[src/hw/rtl/btffa_alu.sv]
// Shared add/subtract unit of the allocator sequencer.
// Depends on nothing; the subtract also yields the unsigned compare.
module btffa_alu #(
    parameter int DW = 25
) (
    input  logic          i_sub,
    input  logic [DW-1:0] i_a,
    input  logic [DW-1:0] i_b,
    output logic [DW-1:0] o_y,
    output logic          o_ge
);

    logic [DW:0] sum;

    assign sum  = {1'b0, i_a} + {1'b0, (i_sub ? ~i_b : i_b)} + {{DW{1'b0}}, i_sub};
    assign o_y  = sum[DW-1:0];
    assign o_ge = sum[DW];

endmodule

[config.mk]
export PLATFORM = sky130hd
export DESIGN_NAME = btffa_alu
export DESIGN_NICKNAME = d
export VERILOG_FILES = /design/src/hw/rtl/btffa_alu.sv
export SDC_FILE = /design/constraint.sdc
export NUM_CORES = 1
export LEC_CHECK = 0
export BUFFER_PORTS_ARGS = -buffer_cell sky130_fd_sc_hd__buf_4
export CORE_ASPECT_RATIO = 1.2
export CORE_MARGIN = 2
export CORE_UTILIZATION = 31
export DETAILED_ROUTE_END_ITERATION = 10
export SLEW_MARGIN = 20
export SYNTH_ARGS = -nofsm -noshare
export SYNTH_HDL_FRONTEND = slang
export SYNTH_SLANG_ARGS = --single-unit
export TNS_END_PERCENT = 50
[constraint.sdc]
create_clock -name vclk -period 3.2
set_input_delay 0.16 -clock vclk [all_inputs]
set_output_delay 0.16 -clock vclk [all_outputs]
set_load 0.05 [all_outputs]
==> metrics, run 1 <==
worst hold margin=around 0.65 ns; layout cell share with drive strength beyond 1=32.5%; total number of vias=around 1,700; Relative slew margins=66.2%; crit share post-route=just over 90%; max cap viols=0; critical path fanouts, max=3; Post-Synth Adder-Cell Area=23.7%; critical path arrival=2.83 ns; Synth Area in XOR/XNOR=about a quarter; Final Worst Setup Slack=0.213 ns; post_cts resized=0; CP Launch Type=input port; vias per std cell=around 5.1; Initial DRC Count=63; synth unique cells=42; drt total wl=4280 um; mux cell area share after synthesis=0.722%; CP Class=input port to output port; post-layout min period=between 2 and 3 ns; CP Capture Type=output port; first-pass GRT wire length=a little over 7000 um; vias in the first global route=about 1,700; outcome=complete, no violations; placed cell area=0.00223 mm2; Routed Antenna Nets=0; most frequent cells in the layout=83 x buf_4, 34 x xor2_1, 28 x ha_1; Wirelength per Cell=12.7 um; Fin. Hold Viols=0; most area-hungry cell type in the Yosys netlist=ha_1; Compound-Gate Fraction of Synth Area=a little under two fifths; # clk buffers=0; post-cts hold buffer count=0; chip width=~69 um; worst setup path start=i_b[0]; synth top area cells=ha_1 22%, xor2_1 20%, a21o_1 6.7%; initial antenna violation count=0; syn_area_per_cell=about 7.7 um2; worst vdd ir=around 0.24 mV; Syn-to-layout area delta=43.2%; Synth Area in Simple Gates=10.1%; Hold Crit Depth=3; PwrDens=between 400 and 500 mW/mm2; post-synthesis sequential area ratio=0%; post-CTS setup repair buffer count=0; detailed-router iteration count before antenna repair=4; final instance area=approximately 0.0022 mm2; diode count=0; Core Util, Final=a little under half; largest net degree at the start of global routing=15; max-slew violations=0; GPL Wtd Cong=0.793; post-synthesis cell count=around 200; Die Y=81.7 um; # DRC=0; largest family of logic cells by synthesized area=compound AO/OA/AOI/OAI gates; core area=0.00490 mm2; Endpoint, Worst Hold=o_y[0]; Leak=between 1 and 1.5 nW; most common cell after layout, fill and taps aside=buf_4; Worst Max-Slew Pin Slew=around 0.5 ns; post-synth net total=282; post-synth top area share=~22%; area of the die=between 0.005 and 0.006 mm2; register area=0 um2; CP Data Required Time=3.04 ns; Worst Hold Launch=i_b[0]; GRT Total Usage=between 15 and 20%; synthesized area=0.00156 mm2; initial core utilization=approximately a third; cell row count=28; Final Setup Violations=0; port bufs=between 70 and 80; pre-CTS WS=roughly 0.21 ns; overflow left after global routing=0; Nets=~360; sequential cell count=0; Max Freq=approximately 330 MHz; Synthesis Warnings=0; Final HPWL DP=3680 um; I/O Pins=77; RSZ-0062 raised after global routing=no; Min-Delay Path Class=input port to output port
worst max-delay path: stages:
cell       delay, ns
buf_4           0.09
mux2_2          0.35
fa_1            0.43
a211o_1         0.33
a211oi_1        0.30
a2bb2oi_1       0.30
o21a_1          0.18
o21ai_0         0.17
a311oi_2        0.27
buf_4           0.23
final cells by class:
type / count / area (um2)
fill: 520 / 2670
inverter: 4 / 15.0
multi-input combinational: 190 / 1520
tap: 60 / 75.1
timing repair buffer: 83 / 623
synth_stat cells (all sizes together) (2+ instances only):
cell / number
a211o: 3
a211oi: 5
a21boi: 2
a21o: 14
a21oi: 21
a31o: 2
a31oi: 3
and2: 2
buf: 2
clkbuf: 6
ha: 28
inv: 4
nand2: 11
nand3: 3
nand4: 4
nor2: 9
o211a: 2
o211ai: 2
o21a: 4
o21ai: 8
o21bai: 4
o31ai: 4
xnor2: 9
xor2: 35
power by group:
part / switching (mW) / total, mW / internal [mW] / leakage [nW]
logic: 0.680 / 1.06 / 0.375 / 1.15
clock network: 0 / 0 / 0 / 0
registers: 0 / 0 / 0 / 0
total: 0.680 / 1.06 / 0.375 / 1.15
worst max-delay path by stage:
stage / end / cells past startpoint / slack (ns)
floorplan: o_y[16] / 10 / -0.17
global placement: o_y[20] / 10 / 0.24
detailed placement: o_y[20] / 10 / 0.21
CTS: o_y[20] / 10 / 0.19
global route: o_y[20] / 10 / 0.04
finish: o_y[20] / 10 / 0.21
cell families (layout without fill, tap and decap cells):
group	after synthesis	after routing
compound gates	82	82
xor+xnor	44	44
fa+ha+maj	29	29
buf+inv	12	87
mux	1	1
simple gates	34	34
per-layer routing:
layer	GRT usage [%]	vias up	part of all wire [%]
met3	1.23	0	6.5
met2	31.0	49	52
met1	18.4	769	42
met4	0	0	0
li1	-	906	-
met5	0	-	0
per-stage QoR:
stage          std cells  setup TNS [ns]  total power [mW]
2_1_floorplan        202          -0.590             0.761
3_3_place_gp         337               0              1.06
4_1_cts              337               0              1.06
3_5_place_dp         337               0              1.06
5_1_grt              337               0              1.13
6_report             337               0              1.06
Note: power is estimated with default switching activity, not from simulation.
==> inputs of run 2 (changes only) <==
--- a/config.mk
+++ b/config.mk
@@ -11,4 +11,5 @@
 export CORE_UTILIZATION = 31
 export DETAILED_ROUTE_END_ITERATION = 10
+export PLACE_DENSITY = 0.58
 export SLEW_MARGIN = 20
 export SYNTH_ARGS = -nofsm -noshare
==> constraint.sdc (replaced) <==
create_clock -name vclk -period 3.2
set_input_delay 0.64 -clock vclk [all_inputs]
set_output_delay 0.64 -clock vclk [all_outputs]
set_load 0.05 [all_outputs]
==> run 2 against run 1 <==
Effect of this change:
- the run now ends with negative setup slack left
- flip-flop and latch count unchanged
- worst setup slack worse by 0.59 ns
- final cell count grew 22%
- global-route usage is 3.4 points higher
- non-clock buffer count up 73
- die area unchanged
- combinational power rose by 39%
- design area up 46%
- count of clock-buffer cells in the layout is the same
- critical path type unchanged
==> metrics, run 2 (synthesis results as in run 1) <==
Wirelength per Cell=13.4 um (+5.7%); placed cell count=404 (+20%); sequential cell count=0 (unchanged); max-slew violations=0 (unchanged); Routed Antenna Nets=0 (unchanged); Slowest cell on crit path=a211o_1; Min-Delay Path Class=input port to output port; met2 Resource Use GR=38.6% (+7.6 points); detailed-router iteration count before antenna repair=4 (unchanged); WP buf/inv=3 (+1); max cap viols=0 (unchanged); GRT busiest layer=met2; Leak=1.63 nW (+42%); Nets=432 (+20%); diode count=0 (unchanged); Max Freq=279 MHz (-17%); Fin. Hold Viols=0 (unchanged); Initial DRC Count=44 (-30%); vias per std cell=5.04 (-1.5%); most common cell after layout, fill and taps aside=buf_4; vias in the first global route=2,019 (+21%); drt total wl=5500 um (+29%); highest cell delay on the worst timing path=0.33 ns (-0.10 ns); I/O Pins=77 (unchanged); chip width=68.8 um (unchanged); Final HPWL DP=4560 um (+24%); port bufs=77 (unchanged); Die Y=81.7 um (unchanged); Final Setup Violations=17 (+17); CP Launch Type=input port; Syn-to-layout area delta=109%; GR Util met1=21.1% (+2.7 points); most frequent cells in the layout=132 x buf_4, 29 x xor2_1, 25 x ha_1; RSZ-0062 raised after global routing=yes; area of the multi-input gates=0.00188 mm2 (+24%); Relative slew margins=76.6% (+10 points); Final Worst Setup Slack=-0.379 ns (-0.592 ns); area of the die=0.00562 mm2 (unchanged); CP Capture Type=output port; critical path arrival=2.94 ns (+0.11 ns); failing checks=negative setup slack; Final Power=1.47 mW (+40%); overflow left after global routing=0 (unchanged); initial antenna violation count=0 (unchanged); worst vdd ir=0.281 mV (+16%); initial core utilization=31.8% (unchanged); Worst Max-Slew Pin Slew=0.348 ns (-0.154 ns); Non-Filler Instances=410 (+22%); largest net degree at the start of global routing=9 (-6); GPL Wtd Cong=0.787 (-0.69%); CP Class=input port to output port; delay-heaviest family, CP=compound AO/OA/AOI/OAI gates; register area=0 um2 (unchanged); post-layout min period=3.58 ns (+0.592 ns); met3 GRT Util=0.685% (-0.55 points); outcome=finished with violations; Filler Cell Count=418 (-20%); critical path fanouts, max=8 (+5); PwrDens=453 mW/mm2 (-4.1%); cell row count=28 (unchanged); # DRC=0 (unchanged); # clk buffers=0 (unchanged); GRT Total Usage=18.9% (+3.4 points); CP Cell Sequence=buf_12, xor2_1, ha_1, buf_4, a211o_1, a211oi_2, a2bb2oi_2, o21a_4, o21ai_4, a311oi_4, buf_6; crit share post-route=112% (+18 points); CP Data Required Time=2.56 ns (-0.48 ns); setup_tns=-4.14 ns (-4.14 ns); post-cts hold buffer count=0 (unchanged); first-pass GRT wire length=8500 um (+20%); layout cell share with drive strength beyond 1=57.7% (+25 points); worst hold margin=1.61 ns (+0.963 ns); total number of vias=2,065 (+20%); core area=0.00490 mm2 (unchanged)
==> run 2: changes by cell type in the layout (fill, tap and decap cells not counted), sizes merged <==
cell	delta
buf	+73
==> run 2: routing by layer <==
metal  wire length, um  vias up
met2              3140       43
met5                 0        -
met3               170        9
li1                  -     1049
met1              2100      964
met4                84        0
==> run 2: through the flow <==
stage	utilization [%]	area [um2]	setup slack [ns]
6_report	66.4	3260	-0.379
5_1_grt	66.4	3260	-0.457
4_1_cts	64.7	3180	-0.342
3_5_place_dp	59.8	2930	-0.441
3_3_place_gp	59.8	2930	-0.419
2_1_floorplan	-	1800	-0.496
==> run 2: area by class of cell <==
| type | count | area share (%) |
|---|---|---|
| repair buffers | 156 | 39.4 |
| multi-input cells | 190 | 57.8 |
| inverters | 4 | 0.461 |
| well taps | 60 | 2.31 |
==> run 2: worst paths after layout <==
path                    from      end  slack, ns  cells past startpoint
worst min-delay path  i_a[0]   o_y[0]       1.61                      3
worst max-delay path   i_sub  o_y[20]      -0.38                     11
==> run 2: what timing repair did <==
| action | in CTS | in global routing |
|---|---|---|
| resized for setup | 48 | 12 |
| endpoints found under the setup margin | 18 | 18 |
| pin swaps | 25 | 10 |
| endpoints found under the hold margin | 0 | 0 |
| buffers inserted | 4 | 3 |
==> run 2: power by group <==
group          switching, mW  internal, mW  total (mW)
Sequential                 0             0           0
Clock                      0             0           0
Combinational          0.822         0.652        1.47
Total                  0.822         0.652        1.47
==> inputs of run 3 (changes only) <==
SETUP_SLACK_MARGIN = 0.4   (was default)
==> run 3 against run 2 <==
Effect of this change:
- the flow still finishes with violations (negative setup slack)
- sequential share of layout area unchanged
- maximum frequency increased by 0.29%
- largest power group unchanged
- first-iteration DRC count down 30%
- non-clock buffer count up 2
- final cell count grew 0.49%
- via count decreased by 0.24%
- wire length fell by 4.2%
==> metrics, run 3 (synthesis results as in run 1) <==
outcome=finished with violations; failing checks=negative setup slack; Final Worst Setup Slack=-0.368 ns (+0.0103 ns); switching share of total power=55.8% (+0.095 points); diode count=0 (unchanged); initial antenna violation count=0 (unchanged); CP Launch Type=input port; CP Capture Type=output port; Relative slew margins=71.9% (-4.6 points); # DRC=0 (unchanged); register area=0 um2 (unchanged); placed cell count=407 (+0.74%); Initial DRC Count=31 (-30%); max-slew violations=0 (unchanged); area of the multi-input gates=0.00184 mm2 (-2.1%); port bufs=77 (unchanged); Non-Filler Instances=412 (+0.49%); Worst Max-Slew Pin Slew=0.417 ns (+0.0690 ns); most common cell after layout, fill and taps aside=buf_4; pre-CTS WS=-0.512 ns (-0.0713 ns); worst vdd ir=0.315 mV (+12%); largest net degree at the start of global routing=8 (-1); cell row count=28 (unchanged); overflow left after global routing=0 (unchanged); Fin. Hold Viols=0 (unchanged); layout cell share with drive strength beyond 1=58.2% (+0.52 points); Routed Antenna Nets=0 (unchanged); CP Class=input port to output port; Wirelength per Cell=12.8 um (-4.7%); crit share post-route=112% (-0.32 points); Final Setup Violations=17 (unchanged); Syn-to-layout area delta=105%; vias in the first global route=2,029 (+0.50%); Comb power frac=100.0% (about the same); GPL Wtd Cong=0.813 (+3.2%); Final Power=1.44 mW (-2.1%); critical path arrival=2.93 ns (about the same); # clk buffers=0 (unchanged); most frequent cells in the layout=139 x buf_4, 30 x xor2_1, 25 x ha_1; detailed-router iteration count before antenna repair=4 (unchanged); setup_tns=-4.65 ns (-0.519 ns); Nets=434 (+0.46%); max cap viols=0 (unchanged); share of power burned in registers=0% (unchanged); core area=0.00490 mm2 (unchanged); initial core utilization=31.8% (unchanged); first-pass GRT wire length=8450 um (-0.56%); Filler Cell Count=456 (+9.1%); worst hold margin=1.61 ns (+0.0000300 ns); Net Sw Power=806 uW (-1.9%); chip width=68.8 um (unchanged); Internal Pwr Total=637 uW (-2.3%); Die Y=81.7 um (unchanged); final instance area=0.00320 mm2 (-1.6%); RSZ-0062 raised after global routing=yes; Max Freq=280 MHz (+0.29%); Core Util, Final=65.3% (-1.0 points); Min-Delay Path Class=input port to output port; I/O Pins=77 (unchanged); critical path fanouts, max=5 (-3); post-layout min period=3.57 ns (-0.0103 ns); Final HPWL DP=4520 um (-0.81%); Clock Power Share=0% (unchanged); Leak=1.61 nW (-1.0%); sequential cell count=0 (unchanged); total number of vias=2,060 (-0.24%); PwrDens=451 mW/mm2 (-0.51%); area of the die=0.00562 mm2 (unchanged); GRT Total Usage=18.5% (-0.38 points); drt total wl=5270 um (-4.2%); CP Data Required Time=2.56 ns (about the same); placed cell area=0.00294 mm2 (+0.34%); vias per std cell=5.00 (-0.73%)
[run 3: cell types whose count changed in the layout (fill, tap and decap cells not counted), sizes merged]
cell | before | now
buf | 156 | 158
[run 3: final cells by class]
type / count / share of cell area [%]
well taps: 60 / 2.34
repair buffers: 158 / 39.6
multi-input cells: 190 / 57.6
inverters: 4 / 0.469
[run 3: timing repair]
item | in CTS | in global routing
endpoints found under the setup margin | 23 | 22
resized for setup | 37 | 14
hold endpoints to repair | 0 | 0
setup buffers | 5 | 0
pin swaps | 25 | 17
hold buffers | 0 | 0
[run 3: power groups by stage]
stage	clock (mW)	combinational, mW	sequential (mW)
floorplan	0	0.859	0
global placement	0	1.32	0
detailed placement	0	1.33	0
CTS	0	1.43	0
global route	0	1.54	0
finish	0	1.44	0
[run 3: routing by layer]
metal | part of all wire, % | up-vias | track usage [%]
met1 | 38 | 953 | 21.0
met4 | 0.76 | 0 | 0.588
met2 | 57 | 45 | 38.8
li1 | - | 1058 | -
met3 | 4.1 | 4 | 0.411
met5 | 0 | - | 0
[run 3: final timing paths]
kind,from,to,slack (ns),depth (start not counted)
worst max-delay path,i_b[0],o_y[20],-0.37,10
worst min-delay path,i_a[0],o_y[0],1.61,3
[run 3: critical path: stages]
cell	delay [ns]
buf_6	0.09
mux2_4	0.30
fa_2	0.39
a211o_1	0.30
a211oi_2	0.26
a2bb2oi_2	0.20
o21a_4	0.20
o21ai_4	0.08
a311oi_4	0.26
buf_6	0.19
